==> config.mk <==
export PLATFORM = sky130hd
export DESIGN_NAME = traffic_light_controller_flat
export DESIGN_NICKNAME = d
export VERILOG_FILES = /design/src/rtl/core/tlc_pkg.sv /design/src/rtl/core/tlc_if.sv /design/src/rtl/core/tlc_digits.sv /design/src/rtl/core/tlc_core.sv /design/src/rtl/core/traffic_light_controller.sv /design/src/flat_wrapper.sv
export SDC_FILE = /design/constraint.sdc
export NUM_CORES = 1
export LEC_CHECK = 0
export ABC_AREA = 0
export BUFFER_PORTS_ARGS = -buffer_cell sky130_fd_sc_hd__buf_2
export CAP_MARGIN = 15
export CORE_MARGIN = 2
export CORE_UTILIZATION = 50
export DETAILED_ROUTE_END_ITERATION = 8
export HOLD_SLACK_MARGIN = 0.06
export PLACE_DENSITY = 0.74
export SLEW_MARGIN = 20
export SYNTH_ARGS = -nofsm -noshare
export SYNTH_HDL_FRONTEND = slang
export SYNTH_SLANG_ARGS = --single-unit
==> constraint.sdc <==
create_clock -name clk -period 14.4 [get_ports clk]
set_input_delay 2.88 -clock clk [delete_from_list [all_inputs] [get_ports clk]]
set_output_delay 2.88 -clock clk [all_outputs]
set_load 0.005 [all_outputs]
==> src/rtl/core/tlc_pkg.sv <==
// tlc_pkg: types, codes and helper functions of the traffic light controller.
// No dependencies.
`timescale 1ns / 1ps
package tlc_pkg;

  localparam int MaxSecondsDefault = 99;

  typedef enum logic [1:0] {
    MODE_READY = 2'd0,
    MODE_RUN   = 2'd1,
    MODE_EDIT  = 2'd2
  } mode_t;

  typedef enum logic [2:0] {
    JOB_STOP     = 3'd0,
    JOB_CYCLE    = 3'd1,
    JOB_BLINK    = 3'd2,
    JOB_ADD_HOLD = 3'd3,
    JOB_ADD_REP  = 3'd4,
    JOB_SUB_HOLD = 3'd5,
    JOB_SUB_REP  = 3'd6,
    JOB_SPARE    = 3'd7
  } job_t;

  typedef enum logic [1:0] {
    CFG_YELLOW    = 2'd0,
    CFG_GREEN_MIN = 2'd1,
    CFG_GREEN_MAX = 2'd2,
    CFG_TICKS     = 2'd3
  } cfg_idx_t;

  localparam logic [4:0] BlinkOnEnd     = 5'd2;
  localparam logic [4:0] BlinkOnStart   = 5'd10;
  localparam logic [4:0] EditBlinkTicks = 5'd10;
  localparam logic [4:0] RepeatTicks    = 5'd2;
  localparam int         WarnSeconds    = 5;
  localparam int         SimpleShow     = 10;

  localparam logic [7:0] LampEwGreen  = 8'hdf;
  localparam logic [7:0] LampEwYellow = 8'hbf;
  localparam logic [7:0] LampEwRed    = 8'h7f;
  localparam logic [7:0] LampNsRed    = 8'hed;
  localparam logic [7:0] LampNsGreen  = 8'hfa;
  localparam logic [7:0] LampNsYellow = 8'hf7;
  localparam logic [7:0] LampNsStop   = 8'hfd;

  typedef struct packed {
    logic       kind;
    logic [7:0] keys;
  } tlc_item_t;

  typedef struct packed {
    logic [7:0] lamp_pattern;
    logic       lamp_ew_green_aux;
    logic       lamp_ew_stop_aux;
    logic       buzzer;
    logic [6:0] left_tens_segments;
    logic [6:0] left_ones_segments;
    logic [6:0] right_tens_segments;
    logic [6:0] right_ones_segments;
    logic [1:0] mode_now;
  } tlc_result_t;

  typedef struct packed {
    logic [3:0] yellow_seconds;
    logic [6:0] green_min_seconds;
    logic [6:0] green_max_seconds;
    logic [4:0] ticks_per_second;
  } tlc_cfg_t;

  function automatic logic [6:0] seg_code(input logic [3:0] d);
    logic [6:0] s;
    case (d)
      4'd0: s = 7'h3f;
      4'd1: s = 7'h06;
      4'd2: s = 7'h5b;
      4'd3: s = 7'h4f;
      4'd4: s = 7'h66;
      4'd5: s = 7'h6d;
      4'd6: s = 7'h7d;
      4'd7: s = 7'h07;
      4'd8: s = 7'h7f;
      4'd9: s = 7'h6f;
      default: s = 7'h00;
    endcase
    return s;
  endfunction

endpackage

==> src/rtl/core/tlc_if.sv <==
// tlc_if: valid/ready channel interfaces for items, results and configuration.
// Depends on tlc_pkg.
`timescale 1ns / 1ps
interface tlc_in_if import tlc_pkg::*; ();
  logic      valid;
  logic      ready;
  tlc_item_t data;
  modport source (output valid, output data, input ready);
  modport sink (input valid, input data, output ready);
endinterface

interface tlc_out_if import tlc_pkg::*; ();
  logic        valid;
  logic        ready;
  tlc_result_t data;
  modport source (output valid, output data, input ready);
  modport sink (input valid, input data, output ready);
endinterface

interface tlc_cfg_if ();
  logic        valid;
  logic        ready;
  logic [1:0]  index;
  logic [6:0]  wdata;
  modport source (output valid, output index, output wdata, input ready);
  modport sink (input valid, input index, input wdata, output ready);
endinterface

==> src/rtl/core/tlc_digits.sv <==
// tlc_digits: two-digit seven-segment encoder with blanking and clamping.
// Depends on tlc_pkg.
`timescale 1ns / 1ps
module tlc_digits import tlc_pkg::*; #(
  parameter int MAX_SECONDS = MaxSecondsDefault
) (
  input  logic        blank,
  input  logic [7:0]  value,
  output logic [13:0] codes
);
  logic [7:0] clamped;
  logic [3:0] tens;
  logic [3:0] ones;
  logic [7:0] tens_w;

  always_comb begin
    clamped = (value > 8'(MAX_SECONDS)) ? 8'(MAX_SECONDS) : value;
    // divide by ten via reciprocal, exact for values below 100
    tens_w  = 8'((16'(clamped) * 16'd205) >> 11);
    tens    = tens_w[3:0];
    ones    = 4'(clamped - 8'(tens_w * 8'd10));
    codes   = blank ? 14'd0 : {seg_code(tens), seg_code(ones)};
  end
endmodule

==> src/rtl/core/tlc_core.sv <==
// tlc_core: next-state and output logic of the controller for one transaction.
// Depends on tlc_pkg and tlc_digits.
`timescale 1ns / 1ps
module tlc_core import tlc_pkg::*; #(
  parameter int MAX_SECONDS = MaxSecondsDefault
) (
  input  logic        clk,
  input  logic        rst_n,
  input  logic        step,
  input  tlc_item_t   item,
  input  tlc_cfg_t    cfg,
  output tlc_result_t result
);
  mode_t       mode_r, mode_nxt;
  logic [7:0]  prev_r, prev_nxt, cur_r, cur_nxt;
  logic [6:0]  g_ew_r, g_ew_nxt, g_ns_r, g_ns_nxt;
  logic [7:0]  len_r, len_nxt, pos_r, pos_nxt;
  logic [4:0]  tick_r, tick_nxt;
  job_t        job_r, job_nxt;
  logic [1:0]  tgt_r, tgt_nxt;
  logic        eblink_r, eblink_nxt;
  logic        simple_r, simple_nxt, buzz_r, buzz_nxt, flash_r, flash_nxt;
  logic        beep_r, beep_nxt;
  logic [27:0] dig_r, dig_nxt;
  logic [7:0]  lamp_r, lamp_nxt;
  logic        agr_r, agr_nxt, ast_r, ast_nxt;

  // digit pair requests: [0] = left (ns), [1] = right (ew)
  logic        pair_set [2];
  logic        pair_blank [2];
  logic [7:0]  pair_val [2];
  logic [13:0] pair_code [2];

  for (genvar p = 0; p < 2; p++) begin : g_pair
    tlc_digits #(.MAX_SECONDS(MAX_SECONDS)) u_dig (
      .blank (pair_blank[p]),
      .value (pair_val[p]),
      .codes (pair_code[p])
    );
  end

  logic [7:0] rel, prs;
  logic [4:0] tick_inc;
  logic [8:0] ge, gey, geyg, sum9;
  logic       vis;
  logic       up_dir;
  logic       do_adj;

  always_comb begin
    logic [8:0] rem;
    logic       jump;
    logic [8:0] jpos;
    logic [7:0] pos_mid;

    mode_nxt = mode_r; prev_nxt = prev_r; cur_nxt = cur_r;
    g_ew_nxt = g_ew_r; g_ns_nxt = g_ns_r; len_nxt = len_r; pos_nxt = pos_r;
    tick_nxt = tick_r; job_nxt = job_r; tgt_nxt = tgt_r; eblink_nxt = eblink_r;
    simple_nxt = simple_r; buzz_nxt = buzz_r; flash_nxt = flash_r; beep_nxt = beep_r;
    lamp_nxt = lamp_r; agr_nxt = agr_r; ast_nxt = ast_r;
    pair_set[0] = 1'b0; pair_set[1] = 1'b0;
    pair_blank[0] = 1'b0; pair_blank[1] = 1'b0;
    pair_val[0] = '0; pair_val[1] = '0;
    rel = '0; prs = '0; do_adj = 1'b0; up_dir = 1'b0;
    rem = '0; jump = 1'b0; jpos = '0; pos_mid = pos_r;
    tick_inc = tick_r + 5'd1;
    vis = (tick_r < BlinkOnEnd) || (tick_r >= BlinkOnStart);
    ge   = 9'(g_ew_r);
    gey  = 9'(g_ew_r) + 9'(cfg.yellow_seconds);
    geyg = gey + 9'(g_ns_r);
    sum9 = geyg + 9'(cfg.yellow_seconds);

    if (item.kind) begin
      case (job_r)
        JOB_CYCLE: begin
          tick_nxt = tick_inc;
          if (tick_inc == cfg.ticks_per_second) begin
            tick_nxt = '0;
            pos_nxt = (len_r == 8'd0 || pos_r + 8'd1 == len_r) ? 8'd0 : pos_r + 8'd1;
          end
        end
        JOB_BLINK: begin
          tick_nxt = tick_inc;
          if (tick_inc == EditBlinkTicks) begin
            tick_nxt = '0;
            eblink_nxt = ~eblink_r;
            pair_set[0] = 1'b1; pair_set[1] = 1'b1;
            pair_val[1] = 8'(g_ew_r); pair_val[0] = 8'(g_ns_r);
            if (tgt_r == 2'd1) pair_blank[1] = eblink_r;
            else pair_blank[0] = eblink_r;
          end
        end
        JOB_ADD_HOLD, JOB_SUB_HOLD: begin
          tick_nxt = tick_inc;
          if (tick_inc == cfg.ticks_per_second) begin
            tick_nxt = '0;
            do_adj = 1'b1; up_dir = (job_r == JOB_ADD_HOLD);
            job_nxt = (job_r == JOB_ADD_HOLD) ? JOB_ADD_REP : JOB_SUB_REP;
          end
        end
        JOB_ADD_REP, JOB_SUB_REP: begin
          tick_nxt = tick_inc;
          if (tick_inc == RepeatTicks) begin
            tick_nxt = '0;
            do_adj = 1'b1; up_dir = (job_r == JOB_ADD_REP);
          end
        end
        default: ;
      endcase
    end else begin
      prev_nxt = cur_r;
      cur_nxt  = item.keys;
      rel = ~cur_r & item.keys;
      prs = cur_r & ~item.keys;
      case (mode_r)
        MODE_READY: begin
          pair_set[0] = 1'b1; pair_set[1] = 1'b1;
          pair_val[1] = 8'(g_ew_r); pair_val[0] = 8'(g_ns_r);
          if (rel[0]) begin
            mode_nxt = MODE_RUN;
            len_nxt = (sum9 > 9'd255) ? 8'd255 : sum9[7:0];
            pos_nxt = '0; tick_nxt = '0; job_nxt = JOB_CYCLE;
          end
          if (rel[2]) begin
            // ready always moves to edit target one
            tgt_nxt = 2'd1; mode_nxt = MODE_EDIT;
            tick_nxt = '0; eblink_nxt = 1'b1; job_nxt = JOB_BLINK;
          end
        end
        MODE_RUN: begin
          lamp_nxt = 8'hff; agr_nxt = 1'b1; ast_nxt = 1'b1;
          pair_set[0] = 1'b1; pair_set[1] = 1'b1;
          // east-west side
          if (9'(pos_r) < ge) begin
            flash_nxt = 1'b0;
            rem = ge - 9'(pos_r) - 9'd1;
            pair_val[1] = rem[7:0];
            if (rem >= 9'(WarnSeconds)) begin
              lamp_nxt = lamp_nxt & LampEwGreen; agr_nxt = 1'b0;
              if (!simple_r && buzz_r) beep_nxt = 1'b0;
              pair_blank[1] = simple_r;
            end else if (vis) begin
              lamp_nxt = lamp_nxt & LampEwGreen; agr_nxt = 1'b0;
              if (buzz_r) beep_nxt = ~beep_nxt;
              pair_blank[1] = simple_r;
            end else begin
              if (buzz_r) beep_nxt = 1'b0;
              pair_blank[1] = 1'b1;
            end
          end else if (9'(pos_r) < gey) begin
            rem = gey - 9'(pos_r) - 9'd1;
            pair_val[1] = rem[7:0];
            if (!flash_r || vis) begin
              lamp_nxt = lamp_nxt & LampEwYellow; pair_blank[1] = simple_r;
            end else pair_blank[1] = 1'b1;
            ast_nxt = 1'b0;
          end else begin
            rem = 9'(len_r) - 9'(pos_r) - 9'd1;
            pair_val[1] = rem[7:0];
            pair_blank[1] = (9'(len_r) <= 9'(pos_r)) ||
                            (simple_r && rem > 9'(SimpleShow));
            lamp_nxt = lamp_nxt & LampEwRed; ast_nxt = 1'b0;
          end
          // north-south side
          if (9'(pos_r) < gey) begin
            rem = gey - 9'(pos_r) - 9'd1;
            pair_val[0] = rem[7:0];
            pair_blank[0] = simple_r && rem > 9'(SimpleShow);
            lamp_nxt = lamp_nxt & LampNsRed;
          end else if (9'(pos_r) < geyg) begin
            flash_nxt = 1'b0;
            rem = geyg - 9'(pos_r) - 9'd1;
            pair_val[0] = rem[7:0];
            if (rem >= 9'(WarnSeconds)) begin
              lamp_nxt = lamp_nxt & LampNsGreen; pair_blank[0] = simple_r;
            end else if (vis) begin
              lamp_nxt = lamp_nxt & LampNsGreen;
              if (buzz_r) beep_nxt = ~beep_nxt;
              pair_blank[0] = simple_r;
            end else begin
              if (buzz_r) beep_nxt = 1'b0;
              pair_blank[0] = 1'b1;
            end
          end else begin
            rem = 9'(len_r) - 9'(pos_r) - 9'd1;
            pair_val[0] = rem[7:0];
            if (!flash_r || vis) begin
              lamp_nxt = lamp_nxt & LampNsYellow;
              pair_blank[0] = simple_r || (9'(len_r) <= 9'(pos_r));
            end else pair_blank[0] = 1'b1;
            lamp_nxt = lamp_nxt & LampNsStop;
          end
          if (rel[0]) begin
            mode_nxt = MODE_READY; lamp_nxt = 8'hff; agr_nxt = 1'b1; ast_nxt = 1'b1;
            job_nxt = JOB_STOP;
          end
          // pedestrian keys in order; the east-west key sees the position
          // left by a north-south jump
          if (rel[4] && gey <= 9'(pos_r) && 9'(pos_r) < geyg) begin
            jump = 1'b1; jpos = geyg;
          end
          if (jump) pos_mid = (jpos >= 9'(len_r)) ? 8'd0 : jpos[7:0];
          if (rel[5] && 9'(pos_mid) < ge) begin
            jump = 1'b1; jpos = ge;
          end
          if (jump) begin
            pos_nxt = (jpos >= 9'(len_r)) ? 8'd0 : jpos[7:0];
            tick_nxt = '0; flash_nxt = 1'b1; job_nxt = JOB_CYCLE;
          end
        end
        MODE_EDIT: begin
          if (prs[4] || prs[5]) begin
            do_adj = 1'b1; up_dir = prs[4];
            tick_nxt = '0;
          end
          if (rel[4] || rel[5]) begin
            tick_nxt = '0; eblink_nxt = 1'b1;
            pair_set[0] = 1'b1; pair_set[1] = 1'b1;
          end
          // keys act in order add press, add release, sub press, sub release
          if (rel[5]) job_nxt = JOB_BLINK;
          else if (prs[5]) job_nxt = JOB_SUB_HOLD;
          else if (rel[4]) job_nxt = JOB_BLINK;
          else if (prs[4]) job_nxt = JOB_ADD_HOLD;
          if (rel[2]) begin
            pair_set[0] = 1'b1; pair_set[1] = 1'b1;
            if (tgt_r == 2'd1) begin
              tgt_nxt = 2'd2; mode_nxt = MODE_EDIT;
              tick_nxt = '0; eblink_nxt = 1'b1; job_nxt = JOB_BLINK;
            end else if (tgt_r == 2'd0 || tgt_r == 2'd3) begin
              tgt_nxt = 2'd1; mode_nxt = MODE_EDIT;
              tick_nxt = '0; eblink_nxt = 1'b1; job_nxt = JOB_BLINK;
            end else begin
              tgt_nxt = 2'd0; mode_nxt = MODE_READY; job_nxt = JOB_STOP;
            end
          end
        end
        default: ;
      endcase
      if (rel[1]) simple_nxt = ~simple_nxt;
      if (rel[3]) buzz_nxt = ~buzz_r;
    end

    // both keys pressed in one sample: add, then subtract
    if (do_adj) begin
      if (!item.kind && prs[4] && prs[5]) begin
        // add then subtract on the same value
        if (tgt_r == 2'd1) begin
          g_ew_nxt = (g_ew_r < cfg.green_max_seconds) ? g_ew_r + 7'd1 : g_ew_r;
          g_ew_nxt = (g_ew_nxt > cfg.green_min_seconds) ? g_ew_nxt - 7'd1 : g_ew_nxt;
        end else if (tgt_r == 2'd2) begin
          g_ns_nxt = (g_ns_r < cfg.green_max_seconds) ? g_ns_r + 7'd1 : g_ns_r;
          g_ns_nxt = (g_ns_nxt > cfg.green_min_seconds) ? g_ns_nxt - 7'd1 : g_ns_nxt;
        end
      end else if (tgt_r == 2'd1) begin
        if (up_dir) g_ew_nxt = (g_ew_r < cfg.green_max_seconds) ? g_ew_r + 7'd1 : g_ew_r;
        else        g_ew_nxt = (g_ew_r > cfg.green_min_seconds) ? g_ew_r - 7'd1 : g_ew_r;
      end else if (tgt_r == 2'd2) begin
        if (up_dir) g_ns_nxt = (g_ns_r < cfg.green_max_seconds) ? g_ns_r + 7'd1 : g_ns_r;
        else        g_ns_nxt = (g_ns_r > cfg.green_min_seconds) ? g_ns_r - 7'd1 : g_ns_r;
      end
      pair_set[0] = 1'b1; pair_set[1] = 1'b1;
    end
    if (do_adj || (!item.kind && mode_r == MODE_EDIT && pair_set[0])) begin
      pair_val[1] = 8'(g_ew_nxt); pair_val[0] = 8'(g_ns_nxt);
      pair_blank[0] = 1'b0; pair_blank[1] = 1'b0;
    end

    dig_nxt = dig_r;
    if (pair_set[1]) dig_nxt[13:0]  = pair_code[1];
    if (pair_set[0]) dig_nxt[27:14] = pair_code[0];
  end

  always_ff @(posedge clk) begin
    if (!rst_n) begin
      mode_r <= MODE_READY; prev_r <= 8'hff; cur_r <= 8'hff;
      g_ew_r <= 7'd10; g_ns_r <= 7'd10; len_r <= '0; pos_r <= '0;
      tick_r <= '0; job_r <= JOB_STOP; tgt_r <= '0; eblink_r <= 1'b0;
      simple_r <= 1'b0; buzz_r <= 1'b0; flash_r <= 1'b0; beep_r <= 1'b0;
      dig_r <= '0; lamp_r <= 8'hff; agr_r <= 1'b1; ast_r <= 1'b1;
    end else if (step) begin
      mode_r <= mode_nxt; prev_r <= prev_nxt; cur_r <= cur_nxt;
      g_ew_r <= g_ew_nxt; g_ns_r <= g_ns_nxt; len_r <= len_nxt; pos_r <= pos_nxt;
      tick_r <= tick_nxt; job_r <= job_nxt; tgt_r <= tgt_nxt; eblink_r <= eblink_nxt;
      simple_r <= simple_nxt; buzz_r <= buzz_nxt; flash_r <= flash_nxt;
      beep_r <= beep_nxt; dig_r <= dig_nxt; lamp_r <= lamp_nxt;
      agr_r <= agr_nxt; ast_r <= ast_nxt;
    end
  end

  always_comb begin
    result.lamp_pattern        = lamp_nxt;
    result.lamp_ew_green_aux   = agr_nxt;
    result.lamp_ew_stop_aux    = ast_nxt;
    result.buzzer              = beep_nxt;
    result.left_tens_segments  = dig_nxt[27:21];
    result.left_ones_segments  = dig_nxt[20:14];
    result.right_tens_segments = dig_nxt[13:7];
    result.right_ones_segments = dig_nxt[6:0];
    result.mode_now            = mode_nxt;
  end

  logic unused_prev;
  assign unused_prev = ^prev_r;

  a_pos_in_cycle: assert property (@(posedge clk) disable iff (!rst_n)
    (len_r != 8'd0) |-> (pos_r < len_r)) else $error("cycle position beyond length");
  a_pos_zero_empty: assert property (@(posedge clk) disable iff (!rst_n)
    (len_r == 8'd0) |-> (pos_r == 8'd0)) else $error("position moved in empty cycle");
  a_ready_lamps: assert property (@(posedge clk) disable iff (!rst_n)
    ($past(step) && mode_r == MODE_READY && $past(mode_r) == MODE_RUN) |->
    (lamp_r == 8'hff)) else $error("lamps lit after stop");
endmodule

==> src/rtl/core/traffic_light_controller.sv <==
// A result for every accepted transaction appears in the output register in the
// cycle after it is accepted. Throughput: one transaction per cycle; the input is
// taken whenever the output register is empty or being drained the same cycle.
// Reset: rst_n synchronous, active low; lamps off, ready mode, greens 10 s,
// configuration to 3 s yellow, 5..99 s green range, 20 ticks per second.
`timescale 1ns / 1ps
module traffic_light_controller import tlc_pkg::*; #(
  parameter int MAX_SECONDS = MaxSecondsDefault
) (
  input  logic clk,
  input  logic rst_n,
  tlc_in_if.sink    in_ch,
  tlc_out_if.source out_ch,
  tlc_cfg_if.sink   cfg_ch
);
  tlc_cfg_t    cfg_r;
  tlc_result_t res_w;
  tlc_result_t res_r;
  logic        vld_r;
  logic        step;

  // configuration is always writable; it is to be written only while idle, which the block does not enforce
  assign cfg_ch.ready = 1'b1;

  always_ff @(posedge clk) begin
    if (!rst_n) begin
      cfg_r.yellow_seconds    <= 4'd3;
      cfg_r.green_min_seconds <= 7'd5;
      cfg_r.green_max_seconds <= 7'd99;
      cfg_r.ticks_per_second  <= 5'd20;
    end else if (cfg_ch.valid) begin
      case (cfg_idx_t'(cfg_ch.index))
        CFG_YELLOW:    cfg_r.yellow_seconds    <= cfg_ch.wdata[3:0];
        CFG_GREEN_MIN: cfg_r.green_min_seconds <= cfg_ch.wdata;
        CFG_GREEN_MAX: cfg_r.green_max_seconds <= cfg_ch.wdata;
        CFG_TICKS:     cfg_r.ticks_per_second  <= cfg_ch.wdata[4:0];
        default: ;
      endcase
    end
  end

  // accept while the result slot is free or emptied this cycle
  assign in_ch.ready = !vld_r || out_ch.ready;
  assign step        = in_ch.valid && in_ch.ready;

  tlc_core #(.MAX_SECONDS(MAX_SECONDS)) u_core (
    .clk    (clk),
    .rst_n  (rst_n),
    .step   (step),
    .item   (in_ch.data),
    .cfg    (cfg_r),
    .result (res_w)
  );

  always_ff @(posedge clk) begin
    if (!rst_n) vld_r <= 1'b0;
    else if (step) vld_r <= 1'b1;
    else if (out_ch.ready) vld_r <= 1'b0;
  end

  always_ff @(posedge clk) begin
    if (step) res_r <= res_w;
  end

  assign out_ch.valid = vld_r;
  assign out_ch.data  = res_r;

  a_hold: assert property (@(posedge clk) disable iff (!rst_n)
    (vld_r && !out_ch.ready) |=> (vld_r && $stable(res_r))) else $error("result lost");
  a_take: assert property (@(posedge clk) disable iff (!rst_n)
    step |=> vld_r) else $error("accepted item gave no result");
  a_mode: assert property (@(posedge clk) disable iff (!rst_n)
    vld_r |-> (res_r.mode_now != 2'd3)) else $error("bad mode");
endmodule

==> src/flat_wrapper.sv <==
// flat-port wrapper written by rule: the top's interface ports become plain ports
module traffic_light_controller_flat import tlc_pkg::*;
#(
  parameter int MAX_SECONDS = MaxSecondsDefault
)
  (clk, rst_n, in_ch_valid, in_ch_data, in_ch_ready, out_ch_valid, out_ch_data, out_ch_ready, cfg_ch_valid, cfg_ch_index, cfg_ch_wdata, cfg_ch_ready);
  tlc_in_if in_ch_i ();
  tlc_out_if out_ch_i ();
  tlc_cfg_if cfg_ch_i ();
  input  logic clk;
  input  logic rst_n;
  input wire logic [$bits(in_ch_i.valid)-1:0] in_ch_valid;
  input wire logic [$bits(in_ch_i.data)-1:0] in_ch_data;
  output wire logic [$bits(in_ch_i.ready)-1:0] in_ch_ready;
  output wire logic [$bits(out_ch_i.valid)-1:0] out_ch_valid;
  output wire logic [$bits(out_ch_i.data)-1:0] out_ch_data;
  input wire logic [$bits(out_ch_i.ready)-1:0] out_ch_ready;
  input wire logic [$bits(cfg_ch_i.valid)-1:0] cfg_ch_valid;
  input wire logic [$bits(cfg_ch_i.index)-1:0] cfg_ch_index;
  input wire logic [$bits(cfg_ch_i.wdata)-1:0] cfg_ch_wdata;
  output wire logic [$bits(cfg_ch_i.ready)-1:0] cfg_ch_ready;
  assign in_ch_i.valid = in_ch_valid;
  assign in_ch_i.data = in_ch_data;
  assign in_ch_ready = in_ch_i.ready;
  assign out_ch_valid = out_ch_i.valid;
  assign out_ch_data = out_ch_i.data;
  assign out_ch_i.ready = out_ch_ready;
  assign cfg_ch_i.valid = cfg_ch_valid;
  assign cfg_ch_i.index = cfg_ch_index;
  assign cfg_ch_i.wdata = cfg_ch_wdata;
  assign cfg_ch_ready = cfg_ch_i.ready;
  traffic_light_controller #(.MAX_SECONDS(MAX_SECONDS)) u_core (.clk(clk), .rst_n(rst_n), .in_ch(in_ch_i), .out_ch(out_ch_i), .cfg_ch(cfg_ch_i));
endmodule
# After elaboration in Yosys (flattened, before gate mapping)
# Memory sizes are Yosys's and may differ from the RTL's.
# Index checks and enable logic that the tools add are counted.
word_totals:
  romBits: 448
  register_bits: 156
  output_inout_bits: 44
  input_bits: 23
  elab_cells: 369
  memories: 4
op_classes:
  eq_ne: 32
  n_mux: 191
  add_sub_neg: 21
  reduce_logical: 52
  mul: 4
  n_lt_le_gt_ge: 23
  bitwise_logic: 10
mem_list:
  columns: ["memory", "words", "word_bits", "read_ports", "rd_clocked_by_memory_dff", "write_ports", "line", "text"]
  rows:
  - ["(name not given)", 16, 7, 1, 0, 0, "tlc_pkg.sv:73", "case (d)"]
  - ["(name not given)", 16, 7, 1, 0, 0, "tlc_pkg.sv:73", null]
  - ["(name not given)", 16, 7, 1, 0, 0, "tlc_pkg.sv:73", null]
  - ["(name not given)", 16, 7, 1, 0, 0, "tlc_pkg.sv:73", null]
op_table:
  columns: ["op", "n"]
  rows:
  - ["8-bit 2-to-1 mux", 23]
  - ["7-bit 2-to-1 mux", 19]
  - ["1-bit 2-to-1 mux", 68]
  - ["5-bit 2-to-1 mux", 13]
  - ["14-bit 2-to-1 mux", 4]
  - ["9-bit 2-to-1 mux", 6]
  - ["2-bit 2-to-1 mux", 24]
  - ["3-bit 2-to-1 mux", 14]
  - ["9-bit by 1-bit subtractor with 9-bit output, second input constant", 4]
  - ["8-bit by 8-bit multiplier with 16-bit output, second input constant", 2]
  - ["16-bit 2-to-1 mux", 2]
  - ["16-bit one-hot mux with 2 select lines", 1]
  - ["15-bit 2-to-1 mux", 2]
  - ["5-bit one-hot mux with 3 select lines", 2]
  - ["7-bit > comparator", 4]
  - ["7-bit by 1-bit subtractor with 7-bit output, second input constant", 4]
  - ["9-bit by 3-bit greater-or-equal comparator with 1-bit output, second input constant", 2]
  - ["9-bit by 8-bit greater-or-equal comparator with 1-bit output", 2]
  - ["9-bit by 4-bit > comparator with 1-bit output, second input constant", 2]
  - ["6-bit 2-to-1 mux", 3]
  - ["8-bit by 8-bit subtractor with 9-bit output", 2]
  - ["8-bit by 7-bit > comparator with 1-bit output, second input constant", 2]
  - ["8-bit less-or-equal comparator", 2]
  - ["8-bit by 7-bit < comparator with 1-bit output", 2]
  - ["56 further kinds", 124]

# Logic depth before layout (Yosys ltp)
depth:
  ltp_word: 22
  mapped_depth: 50
  depth_no_buf: 48

# Hierarchy
# Synthesis repeated with hierarchy kept, for this count alone.
hier_totals:
  cells_unflattened: 2108
  area_unflattened_um2: 17068.9
modules_own_cells:
  columns: ["mod", "cells_per_inst", "area_each_um2", "seq_area_each_um2", "instances"]
  rows:
  - ["tlc_core", 1511, 11237.0, 1821.7, 1]
  - ["traffic_light_controller", 142, 2212.1, 1711.6, 1]
  - ["tlc_digits (u_core.u_core.g_pair[1].u_dig)", 232, 1825.5, 0.0, 1]
  - ["tlc_digits (u_core.u_core.g_pair[0].u_dig)", 223, 1794.2, 0.0, 1]

# Worst setup path after synthesis
# Ideal clock, no wire load.
synth_path:
  kind: "input-to-reg"
  start: "input port in_ch_data[8]"
  end: "register u_core.u_core.dig_r[14]"
  path_buffers: 3
  t_arrival_ns: 10.754
  t_required_ns: 14.305
  stages: 37
  path_slack_ns: 3.551
  setup_time_ns: 0.095
  cell_sequence: "inv_2 > buf_2 > nor3b_1 > and4_1 > a21o_1 > buf_2 > buf_2 > mux2i_1 > mux2i_1 > nor2_1 > a2bb2oi_1 > nand3_1 > a31o_2 > a211o_1 > ha_1 > fa_1 > fa_1 > inv_1 > fa_1 > inv_1 > ha_1 > nand3_1 > nand2_1 > a21o_1 > nor3_1 > o31ai_1 > o21ai_1 > xor2_2 > inv_1 > ha_1 > fa_1 > xnor2_1 > xnor2_1 > xor2_2 > mux2_4 > or3_1 > o311ai_1"
synth_via:
  elab_chain_len: 15
  word_cells_on_any_way: 28
  cone_classes: "add/sub (1); mul (2); order compare (1); mux (17); reduce/logical (6); memory (1)"
synth_lines:
  columns: ["element", "line", "text"]
  rows:
  - ["start: declaration", "flat_wrapper.sv:13", "input wire logic [$bits(in_ch_i.data)-1:0] in_ch_data;"]
  - ["1-bit 2-to-1 mux", "tlc_core.sv:72", "if (item.kind) begin"]
  - ["7-bit 2-to-1 mux", "tlc_core.sv:258", "if (up_dir) g_ns_nxt = (g_ns_r < cfg.green_max_seconds) ? g_ns_r + 7'd1 : g_ns_r;"]
  - ["7-bit 2-to-1 mux", "tlc_core.sv:257", "end else if (tgt_r == 2'd2) begin"]
  - ["7-bit 2-to-1 mux", "tlc_core.sv:254", "end else if (tgt_r == 2'd1) begin"]
  - ["7-bit 2-to-1 mux", "tlc_core.sv:245", "if (!item.kind && prs[4] && prs[5]) begin"]
  - ["7-bit 2-to-1 mux", "tlc_core.sv:244", "if (do_adj) begin"]
  - ["16-bit 2-to-1 mux", "tlc_core.sv:263", "if (do_adj || (!item.kind && mode_r == MODE_EDIT && pair_set[0])) begin"]
  - ["8-bit by 7-bit > comparator with 1-bit output", "tlc_digits.sv:17", "clamped = (value > 8'(MAX_SECONDS)) ? 8'(MAX_SECONDS) : value;"]
  - ["8-bit 2-to-1 mux", "tlc_digits.sv:17", null]
  - ["8-bit by 8-bit multiplier with 16-bit output", "tlc_digits.sv:19", "tens_w = 8'((16'(clamped) * 16'd205) >> 11);"]
  - ["5-bit by 3-bit multiplier with 3-bit output", "tlc_digits.sv:21", "ones = 4'(clamped - 8'(tens_w * 8'd10));"]
  - ["4-bit subtractor", "tlc_digits.sv:21", null]
  - ["memory read 16 x 7 bit", null, null]
  - ["14-bit 2-to-1 mux", "tlc_digits.sv:22", "codes = blank ? 14'd0 : {seg_code(tens), seg_code(ones)};"]
  - ["14-bit 2-to-1 mux (*)", "tlc_core.sv:270", "if (pair_set[0]) dig_nxt[27:14] = pair_code[0];"]
  - ["end signal: assignment", "tlc_core.sv:285", "beep_r <= beep_nxt; dig_r <= dig_nxt; lamp_r <= lamp_nxt;"]
  - ["end: declaration", "tlc_core.sv:24", "logic [27:0] dig_r, dig_nxt;"]
# Mark *: on every way between the ends. The rest lies on a longest branch, timed or not.
# A chain may end at the register's enable or synchronous reset.

# Worst setup path in the final report
layout_path:
  start: "register u_core.u_core.g_ew_r[0]"
  end: "register u_core.u_core.dig_r[14]"
layout_via:
  elab_chain_len: 17
  word_cells_on_any_way: 30
  cone_classes: "add/sub (7); mul (2); order compare (5); mux (14); reduce/logical (1); memory (1)"
layout_lines:
  columns: ["element", "line", "text"]
  rows:
  - ["start: declaration", "tlc_core.sv:16", "logic [6:0] g_ew_r, g_ew_nxt, g_ns_r, g_ns_nxt;"]
  - ["start signal: assignment", "tlc_core.sv:282", "g_ew_r <= g_ew_nxt; g_ns_r <= g_ns_nxt; len_r <= len_nxt; pos_r <= pos_nxt;"]
  - ["7-bit by 4-bit adder with 8-bit output (*)", "tlc_core.sv:68", "gey = 9'(g_ew_r) + 9'(cfg.yellow_seconds);"]
  - ["8-bit by 7-bit adder with 9-bit output", "tlc_core.sv:69", "geyg = gey + 9'(g_ns_r);"]
  - ["9-bit by 8-bit subtractor with 9-bit output", "tlc_core.sv:171", "rem = geyg - 9'(pos_r) - 9'd1;"]
  - ["9-bit by 1-bit subtractor with 9-bit output", "tlc_core.sv:171", null]
  - ["8-bit 2-to-1 mux", "tlc_core.sv:169", "end else if (9'(pos_r) < geyg) begin"]
  - ["8-bit 2-to-1 mux", "tlc_core.sv:164", "if (9'(pos_r) < gey) begin"]
  - ["16-bit one-hot mux with 2 select lines", "tlc_core.sv:114", "case (mode_r)"]
  - ["16-bit 2-to-1 mux", "tlc_core.sv:72", null]
  - ["16-bit 2-to-1 mux", "tlc_core.sv:263", null]
  - ["8-bit by 7-bit > comparator with 1-bit output", "tlc_digits.sv:17", null]
  - ["8-bit 2-to-1 mux", "tlc_digits.sv:17", null]
  - ["8-bit by 8-bit multiplier with 16-bit output", "tlc_digits.sv:19", null]
  - ["5-bit by 3-bit multiplier with 3-bit output", "tlc_digits.sv:21", null]
  - ["4-bit subtractor", "tlc_digits.sv:21", null]
  - ["memory read 16 x 7 bit", null, null]
  - ["14-bit 2-to-1 mux (*)", "tlc_digits.sv:22", null]
  - ["14-bit 2-to-1 mux (*)", "tlc_core.sv:270", null]
# Marked as above.

==> metrics.txt <==
synth unique cells=111; Synth Warn #=0; CTS buffer count=17; primary flip-flop cell chosen by synthesis mapping=dfxtp_1; vias in the first global route=15200; Setup Viol. Count Final=0; final hold vios=0; post-DR wirelength/cell=19.3 µm; Int Power=989 µW; die width=188 µm; DRC=0; leakage=7.95 nW; minimum clock period=12620 ps; Net Sw Frac=38.7%; Mapped Cells=2096; Die H=188 µm; CP endpoint kind=flip-flop; sequential area share after synthesis=20.9%; root buf cell=clkbuf_16; overall routing resource usage=28.4%; Filler Cell Count=3154; layout cells sized above 1=7.98%; sw power=624 µW; Synth Register Bits=156; ant diodes=0; Hold WC Path Type=flip-flop to flip-flop; CTS tree=done; CP max FO=12; input/output buffers=63; Slew HR=22.8%; drt pass-1 iters=6; asr flop ratio synth=0%; status=finished, final reports clean; Core Util, Final=54.6%; cts repair resizes=0; crit-path max cell delay=550 ps; Critical Setup Path Class=flip-flop to flip-flop; P&R area growth vs syn=7.93%; Setup Skew=26.2 ps; syn_area_per_cell=8.05 µm²; total die area=35200 µm²; core area=33400 µm²; Routed WL=50.0 mm; Row Count=67; Power Dens Cells=88.6 nW/µm²; Max Slew Vio Count=0; most frequent cells in the layout=ha_1 (240), nand2_1 (216), inv_1 (176); hold-fix buffers at CTS=0; clock power share=30.0%; I/O pin cnt=67; fmax=79.2 MHz; final net count=2423; post-route ant nets=0; clock sink count=156; hpwl dp=38.3 mm; Final Cycle Share=87.7%; leading cell type in the layout, fill and taps excluded=ha_1; Iteration-0 DRC Markers=1640; clk buf depth=2; Max Cap Violations=0; worst skew pair latency=480 ps; initial antenna violation count=0; crit start category=flip-flop; Crit-path slowest cell=fa_1; RSZ-0062 raised after global routing=false; mapped cell area=16900 µm²; Clock Pin Slew Worst Setup and Hold Paths=80 ps; initial core utilization=50.6%; DR vias/cell=6.15; Max VDD drop=80.5 µV; Post-synth EDFFs=41; pin count of the biggest net entering global routing=52; sequential power share=32.4%; global-route wire length before repair=80.3 mm; required time of the critical path=14770 ps; Fin Setup TNS=0 ps; combinational fraction of design power=37.5%; RD Place Congestion=0.981; H-Tree Level Count=4; setup repair bufs after CTS=0; routed vias=15900; GR Overflow Total=0; critical path arrival=12990 ps; Critical Path Most Common Cell=ha_1; measured slew at the worst slew-check pin=1150 ps
[power groups by stage]
| stage | sequential, mW | clock, mW | combinational (mW) |
|---|---|---|---|
| 3_5_place_dp | 0.532 | 0 | 0.589 |
| 5_1_grt | 0.527 | 0.506 | 0.672 |
| 4_1_cts | 0.523 | 0.488 | 0.595 |
| 6_report | 0.523 | 0.485 | 0.605 |
| 2_1_floorplan | 0.531 | 0 | 0.433 |
| 3_3_place_gp | 0.530 | 0 | 0.573 |
[per-stage QoR]
stage               cells  hold slack [ps]  cell area (µm²)  power (mW)  setup WS, ps
floorplan            2103              425            16900       0.964          3550
global placement     2558              437            17600        1.10          1960
detailed placement   2558              445            17600        1.12          1800
CTS                  2590              461            18200        1.61          1950
global route         2590              486            18200        1.71           994
finish               2590              459            18200        1.61          1780
[Yosys cell counts, types with 31 or more instances]
master,number,share of area [%]
clkbuf_1,53,1.2
nor2_1,165,3.7
a211oi_1,33,1.5
mux2i_1,35,2.1
nand3_1,62,1.8
inv_1,177,3.9
ha_1,240,18
a21o_1,46,2.0
fa_1,31,3.7
nor3_1,31,0.92
o21ai_0,160,4.7
nand2_1,216,4.8
xnor2_1,77,4.0
edfxtp_1,41,7.3
a21oi_1,131,3.9
dfxtp_1,115,14
[critical path: cells and delay by family (launching register included)]
| family | cells | cell delay [ps] |
|---|---|---|
| compound gates | 15 | 2940 |
| xor+xnor | 6 | 1960 |
| fa+ha+maj | 11 | 4400 |
| buf+inv | 4 | 470 |
| flops | 1 | 520 |
| mux | 2 | 600 |
| simple gates | 8 | 1590 |
[layer usage]
metal / vias up / wire, µm / track usage (%)
met2: 652 / 23100 / 47.6
met4: 0 / 1630 / 10.0
met1: 7537 / 21800 / 37.3
met3: 109 / 3510 / 4.12
met5: - / 0 / 0
li1: 7625 / - / -
[cell type report]
type,count,area [µm²],area share (%)
Multi-Input combinational cell,1693,12400,68.0
Sequential cell,156,3530,19.4
Inverter,181,679,3.73
Tap cell,448,561,3.08
Timing Repair Buffer,80,443,2.43
Clock buffer,17,425,2.34
Clock inverter,15,189,1.04
[kinds of logic after synthesis]
logic type	share of synthesized area, %
DFF	20.9
and+or+nand+nor	19.2
AOI/OAI and AO/OA	24.3
xor gates and xnor gates	5.65
muxes	2.43
other	0.0445
buffers and inverters	5.96
adders and majority gates	21.5
[path summary, 6_finish.rpt]
kind | cells past startpoint | end | slack, ps | startpoint
hold / removal | 2 | u_core.cfg_r[9] | 460 | u_core.cfg_r[9]
setup reg to reg | 46 | u_core.u_core.dig_r[14] | 1780 | u_core.u_core.g_ew_r[0]
hold reg to reg | 2 | u_core.cfg_r[9] | 460 | u_core.cfg_r[9]
setup / recovery | 46 | u_core.u_core.dig_r[14] | 1780 | u_core.u_core.g_ew_r[0]
[registers in the layout, indices dropped and copies added, names as in the netlist, 3 cells and up]
name and count:
u_core.u_core.pos_r 8, u_core.u_core.g_ns_r 7, u_core.u_core.len_r 8, u_core.u_core.dig_r 28, u_core.u_core.g_ew_r 7, u_core.out_ch.data 41
u_core.u_core.cur_r 6, u_core.u_core.tick_r 5, u_core.u_core.lamp_r 8, u_core.cfg_r 23, u_core.u_core.job_r 3
Power figures use the tool's default switching activity.
